File: config.mk
export PLATFORM = sky130hd
export DESIGN_NAME = sensor_frame_parser_core_flat
export DESIGN_NICKNAME = d
export VERILOG_FILES = /design/src/hdl/sfp_pkg.sv /design/src/hdl/sfp_if.sv /design/src/hdl/sfp_frame_tracker.sv /design/src/hdl/sensor_frame_parser_core.sv /design/src/flat_wrapper.sv
export SDC_FILE = /design/constraint.sdc
export NUM_CORES = 1
export LEC_CHECK = 0
export BUFFER_PORTS_ARGS = -buffer_cell sky130_fd_sc_hd__clkbuf_2
export CAP_MARGIN = 20
export CORE_MARGIN = 3
export CORE_UTILIZATION = 62
export DETAILED_ROUTE_END_ITERATION = 6
export GPL_TIMING_DRIVEN = 0
export PLACE_DENSITY = 0.82
export RECOVER_POWER = 100
export SLEW_MARGIN = 10
export SYNTH_ARGS = -nofsm -noshare
export SYNTH_HDL_FRONTEND = slang
export SYNTH_SLANG_ARGS = --single-unit
export TNS_END_PERCENT = 10
File: constraint.sdc
create_clock -name i_clk -period 15 [get_ports i_clk]
set_clock_uncertainty 0.05 [all_clocks]
set_input_delay 1.5 -clock i_clk [delete_from_list [all_inputs] [get_ports i_clk]]
set_output_delay 1.5 -clock i_clk [all_outputs]
set_load 0.01 [all_outputs]
File: src/hdl/sfp_pkg.sv
package sfp_pkg;

    localparam int FRAME_BYTES = 24;
    localparam int POS_W       = 5;

    localparam logic [7:0] SYNC_BYTE = 8'h5A;
    localparam logic [7:0] KIND_BYTE = 8'h15;

    localparam int          DIVISOR   = 100;
    localparam logic [12:0] DIV_RECIP = 13'd5243;
    localparam int          DIV_SHIFT = 19;

    localparam int LUX_W  = 26;
    localparam int TEMP_W = 10;
    localparam int PRES_W = 26;
    localparam int HUM_W  = 10;
    localparam int ALT_W  = 16;

    typedef logic [POS_W-1:0] t_pos;

    localparam t_pos POS_SYNC0      = 5'd0;
    localparam t_pos POS_SYNC1      = 5'd1;
    localparam t_pos POS_KIND       = 5'd2;
    localparam t_pos POS_LUX_FIRST  = 5'd4;
    localparam t_pos POS_LUX_LAST   = 5'd7;
    localparam t_pos POS_LUX_SUM    = 5'd8;
    localparam t_pos POS_ENV_FIRST  = 5'd9;
    localparam t_pos POS_TEMP_FIRST = 5'd13;
    localparam t_pos POS_TEMP_LAST  = 5'd14;
    localparam t_pos POS_PRES_FIRST = 5'd15;
    localparam t_pos POS_PRES_LAST  = 5'd18;
    localparam t_pos POS_HUM_FIRST  = 5'd19;
    localparam t_pos POS_HUM_LAST   = 5'd20;
    localparam t_pos POS_ALT_FIRST  = 5'd21;
    localparam t_pos POS_ALT_LAST   = 5'd22;
    localparam t_pos POS_LAST       = 5'd23;

    typedef struct packed {
        logic [7:0] q;
        logic [6:0] rem;
    } t_div;

    typedef struct packed {
        logic [LUX_W-1:0]  lux;
        logic              lux_ok;
        logic [TEMP_W-1:0] temperature;
        logic [PRES_W-1:0] pressure;
        logic [HUM_W-1:0]  humidity;
        logic [ALT_W-1:0]  altitude;
        logic              env_ok;
    } t_result;

    typedef struct packed {
        logic step;
        logic last;
    } t_track_ctl;

    function automatic t_div div100_step(input logic [6:0] rem, input logic [7:0] b);
        logic [14:0] num;
        logic [27:0] prod;
        logic [14:0] back;
        t_div        res;
        num      = {rem, b};
        prod     = 28'(num) * 28'(DIV_RECIP);
        res.q    = prod[DIV_SHIFT +: 8];
        back     = 15'(res.q) * 15'(DIVISOR);
        res.rem  = 7'(num - back);
        return res;
    endfunction

endpackage

File: src/hdl/sfp_if.sv
interface sfp_byte_if;
    logic       valid;
    logic       ready;
    logic [7:0] rx_byte;

    modport source (output valid, output rx_byte, input ready);
    modport sink   (input valid, input rx_byte, output ready);
endinterface

interface sfp_result_if import sfp_pkg::*; ();
    logic              valid;
    logic              ready;
    logic [LUX_W-1:0]  lux;
    logic              lux_ok;
    logic [TEMP_W-1:0] temperature;
    logic [PRES_W-1:0] pressure;
    logic [HUM_W-1:0]  humidity;
    logic [ALT_W-1:0]  altitude;
    logic              env_ok;

    modport source (output valid, output lux, output lux_ok, output temperature,
                    output pressure, output humidity, output altitude, output env_ok,
                    input ready);
    modport sink   (input valid, input lux, input lux_ok, input temperature,
                    input pressure, input humidity, input altitude, input env_ok,
                    output ready);
endinterface

File: src/hdl/sfp_frame_tracker.sv
module sfp_frame_tracker import sfp_pkg::*; (
    input  logic       i_clk,
    input  logic       i_rst_n,
    input  logic       i_step,
    input  logic [7:0] i_byte,
    output logic       o_last,
    output t_result    o_result
);

    t_pos              r_count,  n_count;
    logic [7:0]        r_sum_a,  n_sum_a;
    logic [7:0]        r_sum_e,  n_sum_e;
    logic              r_lux_ok, n_lux_ok;
    logic [6:0]        r_rem,    n_rem;
    logic [LUX_W-1:0]  r_lux_q,  n_lux_q;
    logic [TEMP_W-1:0] r_temp_q, n_temp_q;
    logic [PRES_W-1:0] r_pres_q, n_pres_q;
    logic [HUM_W-1:0]  r_hum_q,  n_hum_q;
    logic [ALT_W-1:0]  r_alt,    n_alt;

    t_pos       pos;
    logic       div_start;
    logic [6:0] div_rem_in;
    t_div       div_out;
    logic       hdr_bad;
    logic       env_ok;

    always_comb begin
        pos = (r_count >= t_pos'(FRAME_BYTES)) ? POS_SYNC0 : r_count;

        div_start  = (pos == POS_LUX_FIRST) || (pos == POS_TEMP_FIRST) ||
                     (pos == POS_PRES_FIRST) || (pos == POS_HUM_FIRST);
        div_rem_in = div_start ? 7'd0 : r_rem;
        div_out    = div100_step(div_rem_in, i_byte);

        hdr_bad = ((pos == POS_SYNC0) && (i_byte != SYNC_BYTE)) ||
                  ((pos == POS_SYNC1) && (i_byte != SYNC_BYTE)) ||
                  ((pos == POS_KIND)  && (i_byte != KIND_BYTE));

        n_count  = r_count;
        n_sum_a  = r_sum_a;
        n_sum_e  = r_sum_e;
        n_lux_ok = r_lux_ok;
        n_rem    = r_rem;
        n_lux_q  = r_lux_q;
        n_temp_q = r_temp_q;
        n_pres_q = r_pres_q;
        n_hum_q  = r_hum_q;
        n_alt    = r_alt;

        if (i_step) begin
            if (hdr_bad || (pos == POS_LAST)) begin
                n_count = POS_SYNC0;
            end else begin
                n_count = pos + t_pos'(1);
            end

            if (pos == POS_SYNC0) begin
                n_sum_a = i_byte;
            end else if (pos <= POS_LUX_LAST) begin
                n_sum_a = r_sum_a + i_byte;
            end

            if (pos == POS_LUX_SUM) begin
                n_lux_ok = (r_sum_a == i_byte);
            end

            if (pos == POS_ENV_FIRST) begin
                n_sum_e = i_byte;
            end else if (pos inside {[POS_ENV_FIRST:POS_ALT_LAST]}) begin
                n_sum_e = r_sum_e + i_byte;
            end

            if (pos inside {[POS_LUX_FIRST:POS_LUX_LAST]}) begin
                n_rem   = div_out.rem;
                n_lux_q = {r_lux_q[LUX_W-9:0], div_out.q};
            end
            if (pos inside {[POS_TEMP_FIRST:POS_TEMP_LAST]}) begin
                n_rem    = div_out.rem;
                n_temp_q = {r_temp_q[TEMP_W-9:0], div_out.q};
            end
            if (pos inside {[POS_PRES_FIRST:POS_PRES_LAST]}) begin
                n_rem    = div_out.rem;
                n_pres_q = {r_pres_q[PRES_W-9:0], div_out.q};
            end
            if (pos inside {[POS_HUM_FIRST:POS_HUM_LAST]}) begin
                n_rem   = div_out.rem;
                n_hum_q = {r_hum_q[HUM_W-9:0], div_out.q};
            end
            if (pos inside {[POS_ALT_FIRST:POS_ALT_LAST]}) begin
                n_alt = {r_alt[ALT_W-9:0], i_byte};
            end
        end
    end

    always_ff @(posedge i_clk) begin
        if (!i_rst_n) begin
            r_count <= POS_SYNC0;
        end else begin
            r_count <= n_count;
        end
        r_sum_a  <= n_sum_a;
        r_sum_e  <= n_sum_e;
        r_lux_ok <= n_lux_ok;
        r_rem    <= n_rem;
        r_lux_q  <= n_lux_q;
        r_temp_q <= n_temp_q;
        r_pres_q <= n_pres_q;
        r_hum_q  <= n_hum_q;
        r_alt    <= n_alt;
    end

    always_comb begin
        env_ok               = (r_sum_e == i_byte);
        o_last               = (pos == POS_LAST);
        o_result.lux         = r_lux_ok ? r_lux_q : '0;
        o_result.lux_ok      = r_lux_ok;
        o_result.temperature = env_ok ? r_temp_q : '0;
        o_result.pressure    = env_ok ? r_pres_q : '0;
        o_result.humidity    = env_ok ? r_hum_q : '0;
        o_result.altitude    = env_ok ? r_alt : '0;
        o_result.env_ok      = env_ok;
    end

endmodule

File: src/hdl/sensor_frame_parser_core.sv
// Sensor frame parser. Takes one received byte per transaction and emits one
// result transaction for each complete 24-byte frame that starts with 5A 5A 15;
// a byte that breaks the header is dropped and the frame restarts. A byte is
// taken every cycle unless the input stalls: it lands in an input register, and
// the frame tracker folds it into running checksums, an altitude shift register
// and a radix-256 long division by 100 (one quotient byte per dividend byte), so
// the result is ready as the last byte leaves the input register. The result
// sits in an output register; input stalls only while a finished result is
// still waiting and the next byte would complete another frame. The lux group
// and the environment group each carry a checksum flag and read as zero when
// their sum does not match.
module sensor_frame_parser_core import sfp_pkg::*; (
    input  logic                i_clk,
    input  logic                i_rst_n,
    sfp_byte_if.sink            i_rx,
    sfp_result_if.source        o_res
);

    logic       r_in_valid, n_in_valid;
    logic [7:0] r_in_byte,  n_in_byte;
    logic       r_out_valid, n_out_valid;
    t_result    r_out,       n_out;

    t_track_ctl ctl;
    t_result    trk_result;
    logic       trk_last;
    logic       advance;

    sfp_frame_tracker u_tracker (
        .i_clk    (i_clk),
        .i_rst_n  (i_rst_n),
        .i_step   (ctl.step),
        .i_byte   (r_in_byte),
        .o_last   (trk_last),
        .o_result (trk_result)
    );

    always_comb begin
        ctl.last   = trk_last;
        advance    = r_in_valid && (!ctl.last || !r_out_valid || o_res.ready);
        ctl.step   = advance;
        i_rx.ready = !r_in_valid || advance;

        n_in_valid = r_in_valid;
        n_in_byte  = r_in_byte;
        if (i_rx.ready) begin
            n_in_valid = i_rx.valid;
            n_in_byte  = i_rx.rx_byte;
        end

        n_out_valid = r_out_valid;
        n_out       = r_out;
        if (r_out_valid && o_res.ready) begin
            n_out_valid = 1'b0;
        end
        if (advance && ctl.last) begin
            n_out_valid = 1'b1;
            n_out       = trk_result;
        end
    end

    always_ff @(posedge i_clk) begin
        if (!i_rst_n) begin
            r_in_valid  <= 1'b0;
            r_out_valid <= 1'b0;
        end else begin
            r_in_valid  <= n_in_valid;
            r_out_valid <= n_out_valid;
        end
        r_in_byte <= n_in_byte;
        r_out     <= n_out;
    end

    assign o_res.valid       = r_out_valid;
    assign o_res.lux         = r_out.lux;
    assign o_res.lux_ok      = r_out.lux_ok;
    assign o_res.temperature = r_out.temperature;
    assign o_res.pressure    = r_out.pressure;
    assign o_res.humidity    = r_out.humidity;
    assign o_res.altitude    = r_out.altitude;
    assign o_res.env_ok      = r_out.env_ok;

    a_in_hold: assert property (@(posedge i_clk) disable iff (!i_rst_n)
        r_in_valid && !advance |=> r_in_valid && $stable(r_in_byte))
        else $error("input register lost a stalled byte");

    a_out_source: assert property (@(posedge i_clk) disable iff (!i_rst_n)
        !r_out_valid ##1 r_out_valid |-> $past(advance && ctl.last))
        else $error("result appeared without a completed frame");

    a_no_overwrite: assert property (@(posedge i_clk) disable iff (!i_rst_n)
        r_out_valid && !o_res.ready |=> r_out_valid && $stable(r_out))
        else $error("pending result was overwritten");

    a_lux_gate: assert property (@(posedge i_clk) disable iff (!i_rst_n)
        r_out_valid && !r_out.lux_ok |-> r_out.lux == '0)
        else $error("lux not cleared on checksum failure");

endmodule

File: src/flat_wrapper.sv
// flat-port wrapper written by rule: the top's interface ports become plain ports
module sensor_frame_parser_core_flat import sfp_pkg::*;
  (i_clk, i_rst_n, i_rx_valid, i_rx_rx_byte, i_rx_ready, o_res_valid, o_res_lux, o_res_lux_ok, o_res_temperature, o_res_pressure, o_res_humidity, o_res_altitude, o_res_env_ok, o_res_ready);
  sfp_byte_if i_rx_i ();
  sfp_result_if o_res_i ();
  input  logic i_clk;
  input  logic i_rst_n;
  input wire logic [$bits(i_rx_i.valid)-1:0] i_rx_valid;
  input wire logic [$bits(i_rx_i.rx_byte)-1:0] i_rx_rx_byte;
  output wire logic [$bits(i_rx_i.ready)-1:0] i_rx_ready;
  output wire logic [$bits(o_res_i.valid)-1:0] o_res_valid;
  output wire logic [$bits(o_res_i.lux)-1:0] o_res_lux;
  output wire logic [$bits(o_res_i.lux_ok)-1:0] o_res_lux_ok;
  output wire logic [$bits(o_res_i.temperature)-1:0] o_res_temperature;
  output wire logic [$bits(o_res_i.pressure)-1:0] o_res_pressure;
  output wire logic [$bits(o_res_i.humidity)-1:0] o_res_humidity;
  output wire logic [$bits(o_res_i.altitude)-1:0] o_res_altitude;
  output wire logic [$bits(o_res_i.env_ok)-1:0] o_res_env_ok;
  input wire logic [$bits(o_res_i.ready)-1:0] o_res_ready;
  assign i_rx_i.valid = i_rx_valid;
  assign i_rx_i.rx_byte = i_rx_rx_byte;
  assign i_rx_ready = i_rx_i.ready;
  assign o_res_valid = o_res_i.valid;
  assign o_res_lux = o_res_i.lux;
  assign o_res_lux_ok = o_res_i.lux_ok;
  assign o_res_temperature = o_res_i.temperature;
  assign o_res_pressure = o_res_i.pressure;
  assign o_res_humidity = o_res_i.humidity;
  assign o_res_altitude = o_res_i.altitude;
  assign o_res_env_ok = o_res_i.env_ok;
  assign o_res_i.ready = o_res_ready;
  sensor_frame_parser_core u_core (.i_clk(i_clk), .i_rst_n(i_rst_n), .i_rx(i_rx_i), .o_res(o_res_i));
endmodule
# Word-level counts from Yosys, hierarchy flattened
# Index checks and enable logic that the tools add are counted.
# totals
regBits,217
latchBits,0
ramBits,0
romBits,0
in_bits,12
memories,0
# classes
add_sub_neg,4
n_mul,2
div_mod_pow,0
n_lt_le_gt_ge,12
eq_ne,13
shifts,0
mux,13
n_bitwise,0
reduce_logical,38
# op_table
operator,count
7-bit two-way mux,5
8-bit two-way mux,4
"15-bit by 13-bit multiplier with 27-bit output, second input constant",1
"5-bit by 4-bit equality test with 1-bit output, second input constant",4
2-bit AND reduction,9
8-bit adder,2
8-bit equality test,2
"5-bit by 4-bit >= comparator with 1-bit output, second input constant",3
"5-bit >= comparator, second input constant",3
"5-bit <= comparator, second input constant",3
1-bit logical AND,12
"5-bit equality test, second input constant",2
5-bit two-way mux,2
1-bit logical OR,9
"8-bit by 5-bit multiplier with 5-bit output, second input constant",1
"8-bit by 5-bit inequality test with 1-bit output, second input constant",1
"8-bit by 7-bit inequality test with 1-bit output, second input constant",1
7-bit subtractor,1
2-bit nonzero test,3
"5-bit by 1-bit adder with 5-bit output, second input constant",1
"5-bit by 1-bit equality test with 1-bit output, second input constant",1
"5-bit by 2-bit equality test with 1-bit output, second input constant",1
"5-bit by 3-bit equality test with 1-bit output, second input constant",1
"5-bit by 3-bit >= comparator with 1-bit output, second input constant",1
other kinds (6),9

# Depth between registers and ports, before layout
# depth
ltp_word,14
depth_mapped,40
depth_no_buf,37

# Modules after synthesis
# From an unflattened synthesis, not the netlist that was laid out.
# hier_totals
cells_unflattened,960
area_unflattened_um2,12366.9
# by_module_without_submodules
mod,n_inst,cells_each,area_each_um2,seq_area_each_um2
sfp_frame_tracker,1,851,9323.9,3463.3
sensor_frame_parser_core,1,109,3042.9,2982.9

# Worst setup path before layout
# Ideal clock, no wire load.
# synth_path
kind,register to register
start,register u_core.u_tracker.r_count[3]
end,register u_core.u_tracker.r_rem[6] (data pin)
setup_time_ps,268
t_arrival_ps,7345
t_required_ps,14682
path_slack_ps,7337
path_stages_with_launch,37
period_less_slack_ps,7663
path_cell_list,dfxtp_1 -> buf_6 -> buf_2 -> nand2_1 -> nand2_1 -> inv_1 -> ha_1 -> buf_2 -> inv_1 -> nor3_1 -> ha_1 -> a31oi_1 -> o21a_4 -> clkbuf_1 -> and2_1 -> inv_1 -> fa_1 -> inv_1 -> ha_1 -> fa_1 -> inv_1 -> fa_1 -> inv_1 -> fa_1 -> ha_1 -> and3_1 -> a221o_1 -> a21oi_2 -> nand2_1 -> xor2_1 -> ha_1 -> inv_1 -> ha_1 -> a21oi_1 -> xnor2_1 -> xnor3_1 -> xnor3_1
# synth_rtl
element,line,source
from (decl),sfp_frame_tracker.sv:10,"t_pos r_count, n_count;"
from (signal assigned),sfp_frame_tracker.sv:100,r_count <= n_count;
to (signal assigned),sfp_frame_tracker.sv:105,r_rem <= n_rem;
to (decl),sfp_frame_tracker.sv:14,"logic [6:0] r_rem, n_rem;"

==> results.toml <==
[worst_setup_path]
cp_max_fo = 10
critical_path_class = "reg -> reg"
critical_path_arrival_ns = 9.76
startpoint_type = "flop"
end_kind = "flop"
slowest_delay_ns = 0.75
cp_slowest_cell = "xnor2_1"
path_common_cell = "inv_1"
cp_data_required_time_ns = 15.19

[route]
postRouteAntennaNets = 0
vias_per_cell = 5.386
dr.pass1.iters = 5
wire_per_inst_um = 17.21
vias = 7443
drt_iter0_markers = 450
drcViolationCount = 0
wl_mm = 23.78

[min_path]
hp-class = "reg -> reg"

[clocking]
insertion_delay_ns = 0.49
clock_sinks = 217
htreeDepth = 1
cts_tree = "done"
postCtsSetupBuffers = 0
cts_inserted_buffers = 21
cts.hold.buffers_added = 0
clockRootBuffer = "clkbuf_16"
path_clk_slew_ns = 0.07
clk_path_buf_depth = 3
cts_resized = 0

[run_status]
violations = "max-capacitance violations, max-slew violations"
status = "complete, but fails checks"

[layout]
n_antenna_cell = 0
syn2layout_area_growth_pct = 11.24
final_cells = 1382
layout.area.seq_mm2 = 0.006446
final_layout_size_suffix_gt1_share_pct = 4.834
fillers = 1367
multi_input_area_mm2 = 0.005288
fin_util_pct = 70.87
fin_nets = 1309

[logic_synthesis]
synth-seq-area-share_pct = 51.65
postSynthAreaPerCell_um2 = 12.88
synth_edf_count = 210
ys.warnings.count = 0
async_flop_share_pct = 0
synthFlopType = "edfxtp_1"
ys_ff_latch = 217
netlist_area_mm2 = 0.01248
synth.distinct_cells = 59
syn_nets = 1175
synthCells = 969

[placed_design]
dp.cells = 1345
dp_hpwl_mm = 17.79
portBuffers = 103
dp_slack_ns = 6.106
place_congestion = 0.9351

[timing]
hold_viol_final = 0
fin_tns_setup_ns = 0
drv_slew = 98
setup_viol = 0
period_share_pct = 63.82
whs_ns = 0.3873
relSlewSlack_pct = -92.97
grt_setup_unrepaired = "no"
finalCriticalPeriod_ns = 9.573
tightest_slew_ns = 2.895
max_freq_ghz = 0.1045
setup_ws_ns = 5.427

[floorplanning]
core-area_mm2 = 0.01959
ioPinCount = 104
die_w_um = 147.9
rows = 51
die_h_um = 147.9
start_util_pct = 63.71
die-area_mm2 = 0.02187

[grt]
grt_usage_pct = 22.50
antenna_found_initial = 0
grt_max_degree = 54
grt-ovfl-total = 0
grt_pass1_wl_mm = 38.94
grt_pass1_vias = 7692

[flow_run]
maxCapViolations = 5

[power_and_ir_drop]
vdd_ir_drop_max_mv = 0.08676
p_per_area_mw_per_mm2 = 118.8
power_leakage_uw = 0.005632
-- cells in the mapped netlist (2+ instances only) --
master	count	share of area [%]
a2111oi_0	2	0.14
a211oi_1	2	0.12
a21boi_1	2	0.12
a21o_1	21	1.3
a21oi_1	29	1.2
a221o_1	3	0.24
a31oi_1	4	0.20
and2_1	95	4.8
and3_1	8	0.40
and4_1	3	0.21
buf_2	4	0.16
buf_6	2	0.18
clkbuf_1	18	0.54
dfxtp_1	7	1.1
edfxtp_1	210	51
fa_1	66	11
ha_1	128	13
inv_1	159	4.8
inv_2	3	0.090
mux2i_1	2	0.16
nand2_1	30	0.90
nand2b_1	6	0.30
nand3_1	7	0.28
nand4_1	3	0.15
nor2_1	32	0.96
nor2b_1	5	0.25
nor3_1	10	0.40
nor3_2	2	0.16
nor4_1	5	0.25
o211ai_1	5	0.30
o21a_1	5	0.30
o21ai_0	13	0.52
o21ai_1	10	0.40
o21bai_1	4	0.24
or4_1	3	0.18
xnor2_1	30	2.1
xnor3_1	2	0.36
xor2_1	8	0.56
-- state kept, by name, summed over array words and instances, names as in the netlist, 10 cells and up --
signal / count
u_core.o_res.altitude: 16
u_core.o_res.humidity: 10
u_core.o_res.lux: 26
u_core.o_res.pressure: 26
u_core.o_res.temperature: 10
u_core.u_tracker.r_alt: 16
u_core.u_tracker.r_hum_q: 10
u_core.u_tracker.r_lux_q: 26
u_core.u_tracker.r_pres_q: 26
u_core.u_tracker.r_temp_q: 10
-- routing by layer --
layer	share of wire [%]	up-vias	track usage, %
li1	-	3569	-
met1	42	3631	30.36
met2	50	206	38.75
met3	5.7	37	3.372
met4	2.0	0	6.097
met5	0	-	0
-- where the power goes --
part           total (uW)  internal [uW]  switching [uW]
registers             688            682            6.32
logic                 442            195             247
clock network         519            297             221
-- cells in the final DEF, fill, tap and decap left out, drive strengths merged, types with 3 or more instances in the layout --
cell / count
edfxtp: 210
inv: 165
clkbuf: 158
ha: 128
and2: 95
fa: 66
nor2: 32
nand2: 32
xnor2: 31
a21oi: 30
o21ai: 23
a21o: 21
nor3: 12
xor2: 9
and3: 8
nand3: 7
dfxtp: 7
nand2b: 6
nor4: 6
o21a: 6
clkinv: 6
o211ai: 5
nor2b: 5
a31oi: 4
o21bai: 4
nand4: 3
a221o: 3
and4: 3
or4: 3
a21boi: 3
-- worst max-delay path, delay by kind of cell (launching register included) --
kind,cells,cell delay [ns]
simple gates,7,1.16
flops,1,0.30
xor+xnor,4,1.35
buf+inv,11,1.78
fa+ha+maj,9,3.38
compound gates,6,1.30
-- cells by family (layout without fill, tap and decap cells) --
| group | count (synthesis) | count (layout) | share of synthesized area [%] |
|---|---|---|---|
| fa+ha+maj | 194 | 194 | 23.42 |
| flops | 217 | 217 | 51.65 |
| xor+xnor | 42 | 42 | 3.288 |
| mux | 4 | 4 | 0.3709 |
| compound gates | 111 | 111 | 5.845 |
| simple gates | 215 | 215 | 9.674 |
| buf+inv | 186 | 334 | 5.754 |
-- layout make-up --
cell class / count / share of cell area (%)
repair buffers: 111 / 3.100
plain buffers: 24 / 0.7120
well taps: 265 / 2.388
multi-input cells: 566 / 38.09
clock inverters: 12 / 1.000
flip-flops and latches: 217 / 46.43
inverters: 162 / 4.389
clock buffers: 25 / 3.893
-- per-stage QoR --
stage	power, uW	cell area (um2)
6_report	1649	13880
5_1_grt	1754	13880
4_1_cts	1660	14110
3_5_place_dp	1145	13430
3_3_place_gp	1129	13330
2_1_floorplan	1042	12480
-- path summary, 6_finish.rpt --
kind                                                          startpoint                                endpoint  slack [ns]  depth (start not counted)
worst max-delay path            u_core.u_tracker.r_count[3]$_SDFFE_PN0P_     u_core.u_tracker.r_rem[6]$_DFFE_PP_        5.43                         37
worst min register to register     u_core.u_tracker.r_lux_q[4]$_DFFE_PP_  u_core.u_tracker.r_lux_q[12]$_DFFE_PP_        0.39                          0
worst min-delay path               u_core.u_tracker.r_lux_q[4]$_DFFE_PP_  u_core.u_tracker.r_lux_q[12]$_DFFE_PP_        0.39                          0
worst max register to register  u_core.u_tracker.r_count[3]$_SDFFE_PN0P_     u_core.u_tracker.r_rem[6]$_DFFE_PP_        5.43                         37
Power figures use the tool's default switching activity.
